$ cat src/design/lmfs_pkg.sv
// ----------------------------------------------------------------------------
// lmfs_pkg
// Shared types, codes and helpers for the 8x8 LED matrix framebuffer scanner.
// ----------------------------------------------------------------------------
package lmfs_pkg;

   localparam int unsigned ROW_W      = 3;
   localparam int unsigned PIX_W      = 8;
   localparam logic [ROW_W-1:0] LAST_ROW = 3'd7;

   // request codes
   typedef enum logic [1:0] {
      OP_POINT  = 2'd0,
      OP_CLEAR  = 2'd1,
      OP_FILL   = 2'd2,
      OP_RENDER = 2'd3
   } op_type;

   // sequencer states
   typedef enum logic [1:0] {
      ST_IDLE,
      ST_READ,
      ST_MODIFY,
      ST_SCAN
   } state_type;

   typedef struct packed {
      logic [1:0]       req_type;
      logic [ROW_W-1:0] col_start;
      logic [ROW_W-1:0] row_start;
      logic [ROW_W-1:0] col_end;
      logic [ROW_W-1:0] row_end;
      logic             pixel_on;
   } req_item_type;

   typedef struct packed {
      logic [PIX_W-1:0] first_byte;
      logic [PIX_W-1:0] second_byte;
      logic             last_row;
   } rsp_item_type;

   // frame memory command from the sequencer
   typedef struct packed {
      logic             rd_en;
      logic             wr_en;
      logic [ROW_W-1:0] addr;
      logic [PIX_W-1:0] wr_data;
   } mem_cmd_type;

   // column x maps to bit 7-x
   function automatic logic [PIX_W-1:0] column_mask(
      input logic [ROW_W-1:0] c_lo,
      input logic [ROW_W-1:0] c_hi
   );
      logic [PIX_W-1:0] m;
      m = '0;
      for (int x = 0; x < PIX_W; x++) begin
         if ((ROW_W'(x) >= c_lo) && (ROW_W'(x) <= c_hi)) begin
            m[PIX_W-1-x] = 1'b1;
         end
      end
      return m;
   endfunction

   function automatic logic [PIX_W-1:0] bit_reverse(input logic [PIX_W-1:0] v);
      logic [PIX_W-1:0] r;
      for (int b = 0; b < PIX_W; b++) begin
         r[PIX_W-1-b] = v[b];
      end
      return r;
   endfunction

   // active-low one-hot select for a scan step
   function automatic logic [PIX_W-1:0] row_select(input logic [ROW_W-1:0] step);
      logic [PIX_W-1:0] s;
      s = '1;
      s[step] = 1'b0;
      return s;
   endfunction

endpackage

$ cat src/design/led_matrix_framebuffer_scan_top.sv
// ----------------------------------------------------------------------------
// led_matrix_framebuffer_scan_top
// 8x8 one-bit LED matrix framebuffer with point and rectangle drawing and a
// row-scan render that emits one result per row.
// ----------------------------------------------------------------------------
// point request: the row is read from memory, then written back
// rectangle request: each row in turn is read from memory, then written back
// render: each row is read through the single memory port and then placed in the
// output register as a result; a stalled result holds the scan until it is taken
// reset: synchronous, clears the frame (row valid bits) and orientation at once
// ----------------------------------------------------------------------------
module led_matrix_framebuffer_scan_top
   import lmfs_pkg::*;
(
   input  logic         clock,
   input  logic         reset,
   input  logic         req_valid,
   output logic         req_ready,
   input  req_item_type req_data,
   output logic         rsp_valid,
   input  logic         rsp_ready,
   output rsp_item_type rsp_data,
   input  logic         csr_wr_en,
   input  logic         csr_wr_data
);

   mem_cmd_type      mem_cmd;
   logic [PIX_W-1:0] mem_rd_data;

   // sequencer
   lmfs_ctrl u_ctrl (
      .clock       (clock),
      .reset       (reset),
      .req_valid   (req_valid),
      .req_ready   (req_ready),
      .req_data    (req_data),
      .rsp_valid   (rsp_valid),
      .rsp_ready   (rsp_ready),
      .rsp_data    (rsp_data),
      .csr_wr_en   (csr_wr_en),
      .csr_wr_data (csr_wr_data),
      .mem_cmd     (mem_cmd),
      .mem_rd_data (mem_rd_data)
   );

   // frame storage
   lmfs_frame_mem u_frame_mem (
      .clock   (clock),
      .reset   (reset),
      .cmd     (mem_cmd),
      .rd_data (mem_rd_data)
   );

endmodule

$ cat src/design/lmfs_frame_mem.sv
// ----------------------------------------------------------------------------
// lmfs_frame_mem
// Eight-row frame memory, one byte per row, registered read port. Per-row
// valid bits make unwritten rows read as zero right after reset.
// ----------------------------------------------------------------------------
module lmfs_frame_mem
   import lmfs_pkg::*;
(
   input  logic             clock,
   input  logic             reset,
   input  mem_cmd_type      cmd,
   output logic [PIX_W-1:0] rd_data
);

   logic [PIX_W-1:0]       mem_ff [PIX_W];
   logic [PIX_W-1:0]       valid_ff;
   logic [PIX_W-1:0]       rd_raw_ff;
   logic                   rd_valid_ff;

   // row storage, no reset
   always_ff @(posedge clock) begin
      if (cmd.wr_en) begin
         mem_ff[cmd.addr] <= cmd.wr_data;
      end
      if (cmd.rd_en) begin
         rd_raw_ff <= mem_ff[cmd.addr];
      end
   end

   // row valid bits, cleared at once by reset
   always_ff @(posedge clock) begin
      if (reset) begin
         valid_ff    <= '0;
         rd_valid_ff <= 1'b0;
      end else begin
         if (cmd.wr_en) begin
            valid_ff[cmd.addr] <= 1'b1;
         end
         if (cmd.rd_en) begin
            rd_valid_ff <= valid_ff[cmd.addr];
         end
      end
   end

   assign rd_data = rd_valid_ff ? rd_raw_ff : '0;

endmodule

$ cat src/design/lmfs_ctrl.sv
// ----------------------------------------------------------------------------
// lmfs_ctrl
// Request sequencer: read-modify-write of rows for drawing requests and a
// row-by-row scan into the output register for render requests.
// ----------------------------------------------------------------------------
module lmfs_ctrl
   import lmfs_pkg::*;
(
   input  logic             clock,
   input  logic             reset,
   input  logic             req_valid,
   output logic             req_ready,
   input  req_item_type     req_data,
   output logic             rsp_valid,
   input  logic             rsp_ready,
   output rsp_item_type     rsp_data,
   input  logic             csr_wr_en,
   input  logic             csr_wr_data,
   output mem_cmd_type      mem_cmd,
   input  logic [PIX_W-1:0] mem_rd_data
);

   state_type        state_ff, state_in;
   op_type           op_ff, op_in;
   logic [ROW_W-1:0] row_ff, row_in;
   logic [ROW_W-1:0] row_end_ff, row_end_in;
   logic [PIX_W-1:0] mask_ff, mask_in;
   logic             set_ff, set_in;
   logic             orient_ff;
   logic             rsp_valid_ff, rsp_valid_in;
   rsp_item_type     rsp_data_ff, rsp_data_in;

   logic             accept;
   logic             rsp_free;
   logic             range_empty;
   op_type           req_op;

   assign accept      = req_valid && req_ready;
   assign rsp_free    = !rsp_valid_ff || rsp_ready;
   assign req_op      = op_type'(req_data.req_type);
   assign range_empty = (req_data.row_end < req_data.row_start) ||
                        (req_data.col_end < req_data.col_start);

   // next state
   always_comb begin
      state_in = state_ff;
      unique case (state_ff)
         ST_IDLE: begin
            if (accept) begin
               if ((req_op == OP_CLEAR || req_op == OP_FILL) && range_empty) begin
                  state_in = ST_IDLE;
               end else begin
                  state_in = ST_READ;
               end
            end
         end
         ST_READ: begin
            state_in = (op_ff == OP_RENDER) ? ST_SCAN : ST_MODIFY;
         end
         ST_MODIFY: begin
            if (op_ff == OP_POINT || row_ff == row_end_ff) begin
               state_in = ST_IDLE;
            end else begin
               state_in = ST_READ;
            end
         end
         ST_SCAN: begin
            if (rsp_free) begin
               state_in = (row_ff == LAST_ROW) ? ST_IDLE : ST_READ;
            end
         end
         default: state_in = ST_IDLE;
      endcase
   end

   // outputs: handshake and memory command
   always_comb begin
      req_ready       = (state_ff == ST_IDLE);
      mem_cmd.rd_en   = (state_ff == ST_READ);
      mem_cmd.wr_en   = (state_ff == ST_MODIFY);
      mem_cmd.wr_data = set_ff ? (mem_rd_data | mask_ff) : (mem_rd_data & ~mask_ff);
      if (op_ff == OP_RENDER && orient_ff) begin
         mem_cmd.addr = ~row_ff;
      end else begin
         mem_cmd.addr = row_ff;
      end
   end

   // request latch, row walk and output register next values
   always_comb begin
      op_in        = op_ff;
      row_in       = row_ff;
      row_end_in   = row_end_ff;
      mask_in      = mask_ff;
      set_in       = set_ff;
      rsp_data_in  = rsp_data_ff;
      rsp_valid_in = rsp_ready ? 1'b0 : rsp_valid_ff;

      if (accept) begin
         op_in      = req_op;
         row_end_in = req_data.row_end;
         row_in     = (req_op == OP_RENDER) ? '0 : req_data.row_start;
         if (req_op == OP_POINT) begin
            mask_in = column_mask(req_data.col_start, req_data.col_start);
            set_in  = req_data.pixel_on;
         end else begin
            mask_in = column_mask(req_data.col_start, req_data.col_end);
            set_in  = (req_op == OP_FILL);
         end
      end

      if (state_ff == ST_MODIFY) begin
         row_in = row_ff + 1'b1;
      end

      if (state_ff == ST_SCAN && rsp_free) begin
         row_in                  = row_ff + 1'b1;
         rsp_valid_in            = 1'b1;
         rsp_data_in.first_byte  = orient_ff ? mem_rd_data : bit_reverse(mem_rd_data);
         rsp_data_in.second_byte = row_select(row_ff);
         rsp_data_in.last_row    = (row_ff == LAST_ROW);
      end
   end

   // control registers
   always_ff @(posedge clock) begin
      if (reset) begin
         state_ff     <= ST_IDLE;
         rsp_valid_ff <= 1'b0;
         orient_ff    <= 1'b0;
      end else begin
         state_ff     <= state_in;
         rsp_valid_ff <= rsp_valid_in;
         if (csr_wr_en) begin
            orient_ff <= csr_wr_data;
         end
      end
   end

   // payload registers
   always_ff @(posedge clock) begin
      op_ff       <= op_in;
      row_ff      <= row_in;
      row_end_ff  <= row_end_in;
      mask_ff     <= mask_in;
      set_ff      <= set_in;
      rsp_data_ff <= rsp_data_in;
   end

   assign rsp_valid = rsp_valid_ff;
   assign rsp_data  = rsp_data_ff;

endmodule

$ cat config.mk
export PLATFORM = sky130hd
export DESIGN_NAME = led_matrix_framebuffer_scan_top
export DESIGN_NICKNAME = d
export VERILOG_FILES = /design/src/design/lmfs_pkg.sv /design/src/design/led_matrix_framebuffer_scan_top.sv /design/src/design/lmfs_frame_mem.sv /design/src/design/lmfs_ctrl.sv
export SDC_FILE = /design/constraint.sdc
export NUM_CORES = 1
export LEC_CHECK = 0
export ABC_AREA = 1
export BUFFER_PORTS_ARGS = -buffer_cell sky130_fd_sc_hd__buf_4
export CORE_MARGIN = 4
export CORE_UTILIZATION = 41
export CTS_CLUSTER_DIAMETER = 100
export CTS_CLUSTER_SIZE = 20
export DETAILED_ROUTE_END_ITERATION = 7
export GPL_TIMING_DRIVEN = 0
export HOLD_SLACK_MARGIN = 0.06
export PLACE_DENSITY_LB_ADDON = 0.3
export SLEW_MARGIN = 0
export SYNTH_ARGS = -nofsm -noshare
export SYNTH_HDL_FRONTEND = slang
export SYNTH_SLANG_ARGS = --single-unit
$ cat constraint.sdc
create_clock -name clock -period 1.9 [get_ports clock]
set_input_delay 0.38 -clock clock [delete_from_list [all_inputs] [get_ports clock]]
set_output_delay 0.38 -clock clock [all_outputs]
set_load 0.005 [all_outputs]
Word-level counts from Yosys, hierarchy flattened
Memories as Yosys holds them, arrays and structs flattened. A register that Yosys moved wholly into a read port is not among the register bits.
Cells that the tools add are included.
{"block": "totals", "regBits": 47, "latchBits": 0, "mem_bits_rw": 64, "mem_bits_ro": 0, "inputBits": 21, "out_inout_bits": 19, "wordCells": 138, "n_memories": 1}
{"memory": "u_frame_mem.mem_ff", "depth": 8, "word_bits": 8, "read_ports": 1, "rd_clocked_by_memory_dff": 1, "wr": 1, "line_no": "lmfs_frame_mem.sv:15", "text": "logic [PIX_W-1:0] mem_ff [PIX_W];"}
{"block": "op_classes", "n_addsub": 1, "multipliers": 0, "div_mod_pow": 0, "magnitude_cmp": 30, "n_eq_ne": 11, "shift": 0, "n_mux": 43, "bitwise_logic": 6, "n_reduce_logical": 33}
{"cell": "2-to-1 mux 8 bit", "count": 4}
{"cell": "2-to-1 mux 1 bit", "count": 28}
{"cell": "less-or-equal comparator 3 bit (first input constant)", "count": 8}
{"cell": "logical AND 1 bit", "count": 22}
{"cell": "inverter 8 bit", "count": 2}
{"cell": "bitwise OR 8 bit", "count": 2}
{"cell": "2-to-1 mux 3 bit", "count": 5}
{"cell": "greater-or-equal comparator 3 bit (first input constant)", "count": 4}
{"cell": "less-or-equal comparator 1 x 3 -> 1 bit (first input constant)", "count": 4}
{"cell": "less-or-equal comparator 2 x 3 -> 1 bit (first input constant)", "count": 4}
{"cell": "equality test 2 bit (second input constant)", "count": 5}
{"cell": "AND 8 bit", "count": 1}
{"cell": "less-than comparator 3 x 4 -> 1 bit (second input constant)", "count": 2}
{"cell": "case mux 2 bit (4 select lines)", "count": 1}
{"cell": "demux 1 bit (select 3 bit)", "count": 2}
{"cell": "greater-or-equal comparator 1 x 3 -> 1 bit (first input constant)", "count": 2}
{"cell": "greater-or-equal comparator 2 x 3 -> 1 bit (first input constant)", "count": 2}
{"cell": "greater-or-equal comparator 3 x 1 -> 1 bit (second input constant)", "count": 2}
{"cell": "zero test 2 bit", "count": 3}
{"cell": "less-than comparator 3 bit", "count": 2}
{"cell": "equality test 2 x 1 -> 1 bit (second input constant)", "count": 2}
{"cell": "logical OR 1 bit", "count": 4}
{"cell": "2-to-1 mux 2 bit", "count": 2}
{"cell": "adder 3 x 1 -> 3 bit (second input constant)", "count": 1}
{"cell": "10 further kinds", "count": 10}

Longest topological paths before layout
Gate-level depths: netlist (run 1).
{"block": "logic_depth", "ltp_word": 8, "depth_mapped": 10, "ltp_nobuf": 9}

Cells and area by module
From an unflattened synthesis (run 1), not the netlist that was laid out.
{"block": "unflattened", "hier_cells": 510, "hier_area_um2": 5237.5}
{"module": "lmfs_frame_mem", "instances": 1, "cells_each": 303, "area_each_um2": 3305.7, "seq_area_each_um2": 2342.2}
{"module": "lmfs_ctrl", "instances": 1, "cells_each": 207, "area_each_um2": 1931.9, "seq_area_each_um2": 1101.1}

Worst setup path after synthesis (run 1)
OpenSTA, ideal clock, no wires.
{"block": "synth_timing", "path_kind": "input port to flip-flop", "startpoint": "input rsp_ready", "endpoint": "register u_ctrl.row_ff[0] (enable)", "setup_time_ns": 0.305, "arrival_time_ns": 1.614, "t_required_ns": 1.595, "setup_slack_ns": -0.018, "path_stages": 4, "n_path_buf": 0, "path_cell_list": "nor2_1 nor2_1 nor2_1 nand2_1"}
{"block": "synth_between", "elab_chain_cells": 3}
{"element": "from (decl)", "line_no": "led_matrix_framebuffer_scan_top.sv:21", "text": "input logic rsp_ready,"}
{"element": "logical OR 1 bit", "line_no": "lmfs_ctrl.sv:39", "text": "assign rsp_free = !rsp_valid_ff || rsp_ready;"}
{"element": "logical AND 1 bit", "line_no": "lmfs_ctrl.sv:116", "text": "if (state_ff == ST_SCAN && rsp_free) begin"}
{"element": "nonzero test 3 bit (no source line)"}
{"element": "to (signal assigned)", "line_no": "lmfs_ctrl.sv:143", "text": "row_ff <= row_in;"}
{"element": "to (decl)", "line_no": "lmfs_ctrl.sv:25", "text": "logic [ROW_W-1:0] row_ff, row_in;"}
Every way passes these cells.
A chain may end at the register's enable or synchronous reset.

Worst setup path after layout (run 1)
{"block": "layout_timing", "startpoint": "register u_ctrl.op_ff[1]", "endpoint": "register u_frame_mem.rd_raw_ff[7], read port of u_frame_mem.mem_ff, data pin"}
{"block": "layout_between", "elab_chain_cells": 3}
{"element": "from (decl)", "line_no": "lmfs_ctrl.sv:24", "text": "op_type op_ff, op_in;"}
{"element": "from (signal assigned)", "line_no": "lmfs_ctrl.sv:142", "text": "op_ff <= op_in;"}
{"element": "equality test 2 bit", "line_no": "lmfs_ctrl.sv:82", "text": "if (op_ff == OP_RENDER && orient_ff) begin"}
{"element": "logical AND 1 bit", "line_no": "lmfs_ctrl.sv:82"}
{"element": "2-to-1 mux 3 bit", "line_no": "lmfs_ctrl.sv:82"}
{"element": "to (decl)", "line_no": "lmfs_frame_mem.sv:17", "text": "logic [PIX_W-1:0] rd_raw_ff;"}
Every way passes these cells.

==> impl_metrics.yaml, run 1 <==
route:
  dr.pass1.iters: 5
  routed_via_density: 5.14
  drtIter0Drc: 313
  wirelength_mm: 12.1
  wl_per_cell_microns: 16.4
  antenna_left: 0
  drc: 0
  num_vias: 3787
yosys:
  synth_nets: 513
  synth_most_common_cell: "edfxtp_1"
  synthArstFlopShare_pct: 0
  yosysWarnings: 0
  yosysSeqAreaShare_pct: 66.0
  yosys-top-cells-area: "edfxtp_1 61%, nand2_1 6.8%, dfxtp_1 5.0%"
  synth_compound_area_share_pct: 6.98
  synth.avg_cell_area_sq_um: 10.8
  synth-edff-count: 106
  synth.top_cell.area_share_pct: 61.0
  synth-xor-area-share_pct: 0.503
  synth_flop_cell: "edfxtp_1"
  synthesis.instances: 483
  synthSimpleGateAreaFrac_pct: 18.5
  netlist_area_sq_mm: 0.00522
  synth_top_cell_by_area: "edfxtp_1"
  synthAdderAreaFrac_pct: 2.16
  ys_seq_elements: 119
  synthMuxAreaShare_pct: 0
  synth_top_family_by_area: "simple AND/OR/NAND/NOR gates"
  synth_commonest_cells: "106 x edfxtp_1, 95 x nand2_1, 56 x inv_1"
  ys_types: 34
final_layout:
  post-route-util_pct: 54.8
  final_nets: 586
  final_layout_size_suffix_gt1_share_pct: 26.0
  diodes: 0
  synthToLayoutAreaGrowth_pct: 28.2
sta:
  setup_slack_ns: -0.00512
  whs_ns: 0.150
  final.setup.tns_ns: -0.00568
  finalMaxSlewViolations: 0
  rsz0062_at_grt: "true"
  slew_headroom_pct: 41.7
  max_freq_mhz: 525
  finalSetupViolations: 3
  fin_skew_ns: 0.0122
  post-route-period-util_pct: 100
  worst_pin_slew_ns: 0.865
  fin_crit_ns: 1.91
  hold_violations: 0
cts:
  cts_tree: "yes"
  clk_pin_slew_ns: 0.06
  clockBufferDepth: 2
  tritoncts.num_buffers: 17
  clockRootBuffer: "clkbuf_16"
  clock_sinks: 119
  worstSkewPairLatency_ns: 0.42
  cts_htree_levels: 4
outcome:
  violations: "negative setup slack"
  outcome: "finished, violations left"
setup_path:
  reg2reg_slack_ns: -0.005
  r2r_cells: 8
  cp_data_arrival_time_ns: 2.06
  crit_family: "simple AND/OR/NAND/NOR gates"
  reg2reg_from: "u_ctrl.op_ff[1]"
  crit_required_ns: 2.05
  worst-path-buf-inv: 2
  crit_chain: "nand3_4 -> nand2_4 -> nand2_8 -> buf_6 -> clkbuf_16 -> or2_0 -> o211ai_1 -> nand4_1"
  r2r_end: "u_frame_mem.rd_raw_ff[7]"
  crit_path_top_delay_cell: "edfxtp_1"
  crit_type: "flip-flop to flip-flop"
  cp-end-kind: "flip-flop"
  cp-start-kind: "flip-flop"
  cp_max_fo: 8
  cpPeakStageDelay_ns: 0.54
die:
  fp.dieH_microns: 121
  core-area_sq_mm: 0.0122
  core.rowCount: 40
  die-area_sq_mm: 0.0146
  start_util_pct: 42.7
  dieWidth_microns: 121
  boundaryPins: 40
run:
  cap_violations: 0
grt:
  grt_pass1_vias: 3750
  grt_pass1_wl_mm: 18.9
  groute.usage.overall_pct: 17.3
  grt_start_max_net_pins: 21
  gr-total-overflow: 0
  antenna_found_initial: 0
power_and_ir_drop:
  peakVddDrop_mv: 0.691
  power.density_mw_per_mm2: 1170
  finalPower_mw: 7.83
  p_leak_nw: 2.61
worst_hold_path:
  hp-class: "primary input to flip-flop"
  hold_path_end: "u_ctrl.row_end_ff[2]"
  whs_path_depth: 1
  hp-start: "req_data[3]"
placed_design:
  gp_congestion: 0.922
  post-place-ws_ns: -0.276
  hpwl_mm: 8.20
  io_buffers: 39
## sequential cells by signal, summed over array words and instances, names as in the netlist
signal and cells:
u_ctrl.rsp_valid 1, u_ctrl.op_ff 2, u_ctrl.state_ff 2, u_ctrl.set_ff 1
u_ctrl.row_ff 3, u_frame_mem.rd_valid_ff 1, u_frame_mem.rd_raw_ff 8, u_ctrl.orient_ff 1
u_frame_mem.mem_ff 64, u_ctrl.mask_ff 8, u_ctrl.rsp_data 17, u_ctrl.row_end_ff 3
u_frame_mem.valid_ff 8
## worst register-to-register path: stages, from the launching register on
cell and delay, ns:
edfxtp_1 0.54, nand3_4 0.18, nand2_4 0.14, nand2_8 0.08, buf_6 0.13, clkbuf_16 0.14, or2_0 0.22, o211ai_1 0.08
nand4_1 0.13
## timing repair
item | 4_1_cts | 5_1_grt
setup buffers | 8 | 6
setup endpoints to repair | 99 | 96
resized for setup | 22 | 34
hold buffers | 0 | 0
pin swaps | 3 | 18
cloned | 0 | 1
## cell usage in the layout, fill, tap and decap left out, types with 3 or more instances in the layout
master      netlist  final
nor2_4            2      7
dfxtp_1          13     13
ha_1              9      9
o21ai_0          25     16
buf_4             2     54
nand3_1          26     26
xnor2_1           3      3
inv_2             4      7
inv_4             0      3
clkinv_4          0      3
nand4_1          12     12
nor2_1           50     48
buf_2             7      4
or2_2            11     11
clkinvlp_4        0      6
bufinv_16         0      6
a21oi_1          16     16
nand2_4           0      4
edfxtp_1        106    106
or2_1             3      3
clkbuf_1          3      3
or2_0             4      4
o21ai_1           3     11
buf_6             2      3
inv_1            56     45
nand2_2           4     11
inv_6             0      3
clkbuf_16         0     18
nand2_1          95     83
o211ai_1         13     13
## metrics by stage
step / std cells / area (sq um)
final: 737 / 6690
after global routing: 737 / 6690
after CTS: 730 / 6530
after detailed placement: 690 / 5720
after global placement: 690 / 5720
after floorplan: 483 / 5220
## how the worst max path moves through the flow
stage / from / endpoint / slack, ns / cells after the start
floorplan: u_ctrl.row_ff[0] / u_frame_mem.mem_ff[1][0] / 0.24 / 8
global placement: u_ctrl.row_ff[0] / u_frame_mem.mem_ff[1][0] / -0.22 / 8
detailed placement: u_ctrl.op_ff[1] / u_frame_mem.mem_ff[7][6] / -0.28 / 7
CTS: u_ctrl.row_ff[1] / u_frame_mem.mem_ff[4][3] / 0.002 / 7
global route: u_ctrl.op_ff[1] / u_frame_mem.rd_raw_ff[5] / -0.08 / 8
finish: u_ctrl.op_ff[1] / u_frame_mem.rd_raw_ff[7] / -0.005 / 8
## area by class of cell
cell class	count	area [sq um]
Fill cell	1066	5520
Clock buffer	17	425
Multi-Input combinational cell	290	1570
Sequential cell	119	3440
Inverter	60	251
Clock inverter	15	249
Timing Repair Buffer	54	439
Buffer	14	98.8
Tap cell	168	210
## kinds of logic (layout without fill, tap and decap cells)
logic type | Yosys count | count (layout)
and+or+nand+nor | 215 | 215
DFF | 119 | 119
buffers and inverters | 74 | 160
AOI/OAI and AO/OA | 63 | 63
adders and majority gates | 9 | 9
xor gates and xnor gates | 3 | 3
## routing by layer
layer  global-route usage [%]  up-vias  wire length (microns)
li1                         -     1806                      -
met3                     5.71       18                    690
met2                     28.2      124                   6040
met4                     7.15        0                    186
met5                        0        -                      0
met1                     21.0     1839                   5140
## report_power, final
group	switching (mW)	internal (mW)
clock	1.18	2.47
combinational	0.696	0.391
sequential	0.0537	3.04
Power figures use the tool's default switching activity.
==> run 2, diff against run 1 <==
CORE_ASPECT_RATIO = 0.75   (was not set)
==> run 2 against run 1 <==
The flow now finishes without violations. Clock power decreased by 19%. Sequential share of layout area increased by 0.25 points. Routed wire length increased by 2.2%. Non-clock buffer count increased by 9. Combinational power increased by 4%. Largest cell class unchanged.
==> impl_metrics.yaml, run 2 (synthesized netlist as in run 1, its figures left out) <==
setup_path:
  cpPeakStageDelay_ns: 0.41
  worst-path-buf-inv: 4
  cp-end-kind: "flip-flop"
  cp-start-kind: "flip-flop"
  r2r_end: "u_frame_mem.mem_ff[0][0]"
  crit_type: "flip-flop to flip-flop"
  r2r_cells: 10
  crit_family: "simple AND/OR/NAND/NOR gates"
  path_depth: 10
  cp_max_fo: 8
  crit_chain: "buf_12 -> nand2_4 -> nor2_4 -> nand2_2 -> nand2_4 -> buf_8 -> nor2_4 -> nand2_2 -> clkinvlp_4 -> buf_12"
  crit_path_top_delay_cell: "edfxtp_1"
  critPathCapture: "u_frame_mem.mem_ff[0][0]"
  reg2reg_from: "u_ctrl.op_ff[1]"
  cp_data_arrival_time_ns: 1.98
  reg2reg_slack_ns: 0.04
  crit_required_ns: 2.02
  crit_start: "u_ctrl.op_ff[1]"
run:
  cap_violations: 0
power_and_ir_drop:
  finalPower_mw: 7.16
  power.density_mw_per_mm2: 1080
  peakVddDrop_mv: 0.645
  p_leak_nw: 2.59
route:
  dr.pass1.iters: 5
  drc: 0
  wirelength_mm: 12.3
  routed_via_density: 5.12
  wl_met1_mm: 6.04
  wl_met2_mm: 5.35
  drtIter0Drc: 354
  antenna_left: 0
  num_vias: 3801
  highest_layer: "met4"
  routed-wl-met3_microns: 742
  wl_per_cell_microns: 16.6
die:
  fp.dieH_microns: 106
  core-area_sq_mm: 0.0123
  core.rowCount: 35
  dieWidth_microns: 138
  start_util_pct: 42.3
  die-area_sq_mm: 0.0146
  boundaryPins: 40
outcome:
  outcome: "complete, no violations"
sta:
  hold_violations: 0
  setup_slack_ns: 0.0357
  fin_crit_ns: 1.86
  worst_pin_slew_ns: 0.616
  post-route-period-util_pct: 98.1
  max_freq_mhz: 536
  rsz0062_at_grt: "true"
  finalSetupViolations: 0
  slew_headroom_pct: 58.6
  final.setup.tns_ns: 0
  fin_skew_ns: 0.00663
  whs_ns: 0.160
  finalMaxSlewViolations: 0
worst_hold_path:
  whs_path_depth: 1
  hp-class: "primary input to flip-flop"
grt:
  grt_pass1_vias: 3562
  gr-total-overflow: 0
  grt_pass1_wl_mm: 19.0
  antenna_found_initial: 0
  grt_start_max_net_pins: 21
  groute.usage.overall_pct: 16.9
cts:
  clockRootBuffer: "clkbuf_16"
  ctsHoldBuffers: 0
  worstSkewPairLatency_ns: 0.41
  cts_tree: "yes"
  clock_sinks: 119
  cts_htree_levels: 4
  clockBufferDepth: 2
  tritoncts.num_buffers: 17
  clk_pin_slew_ns: 0.05
final_layout:
  design_area_sq_mm: 0.00666
  final_layout_size_suffix_gt1_share_pct: 27.0
  final_nets: 595
  largest_register_ffs: 64
  top_register: "u_frame_mem.mem_ff"
  mostFrequentLayoutCells: "106 x edfxtp_1, 80 x nand2_1, 61 x buf_4, 49 x nor2_1, 45 x inv_1"
  final_common_cell: "edfxtp_1"
  synthToLayoutAreaGrowth_pct: 27.6
  fillers: 1056
  diodes: 0
placed_design:
  hpwl_mm: 8.49
  post-place-ws_ns: -0.299
  io_buffers: 39
  gp_congestion: 0.948
  dpl-instance-area_sq_mm: 0.00572
## run 2: cell count changes in the layout (fill, tap and decap cells not counted), moves of 4 or more
| cell | change |
|---|---|
| nand2_2 | +4 |
| buf_4 | +7 |
| bufinv_16 | -4 |
| clkinv_2 | +6 |
## run 2: area by class of cell
class / count / area [sq um] / area share (%)
clock inverters: 13 / 114 / 1.71
plain buffers: 14 / 111 / 1.67
repair buffers: 63 / 532 / 7.99
multi-input cells: 290 / 1560 / 23.5
inverters: 60 / 258 / 3.87
clock buffers: 18 / 429 / 6.44
well taps: 166 / 208 / 3.12
flip-flops and latches: 119 / 3440 / 51.7
## run 2: how the worst min path moves through the flow
stage / to / from / slack, ns
finish: u_ctrl.row_end_ff[0] / req_data[1] / 0.16
global route: u_ctrl.row_end_ff[0] / req_data[1] / 0.15
CTS: u_ctrl.row_end_ff[0] / req_data[1] / 0.15
detailed placement: u_frame_mem.valid_ff[1] / u_frame_mem.valid_ff[1] / 0.45
global placement: u_frame_mem.valid_ff[4] / u_frame_mem.valid_ff[4] / 0.45
floorplan: u_frame_mem.valid_ff[6] / u_frame_mem.valid_ff[6] / 0.43
## run 2: layer usage
| layer | track usage (%) | vias up |
|---|---|---|
| met3 | 4.54 | 20 |
| met5 | 0 | - |
| met2 | 24.4 | 125 |
| li1 | - | 1824 |
| met1 | 24.9 | 1832 |
| met4 | 5.36 | 0 |
## run 2: where the power goes
part	internal [mW]	switching [mW]
Combinational	0.419	0.712
Sequential	3.04	0.0476
Clock	1.88	1.06
Total	5.34	1.82
## run 2: timing repair
action,in CTS,in global routing
endpoints found under the setup margin,106,113
buffers inserted,16,7
resized for setup,32,27
gates cloned,0,1
pin swaps,5,9
## run 2: per-stage QoR
step / cells / util (%)
finish: 743 / 53.9
global route: 743 / 53.9
CTS: 735 / 52.5
detailed placement: 688 / 46.3
global placement: 688 / 46.3
floorplan: 483 / -
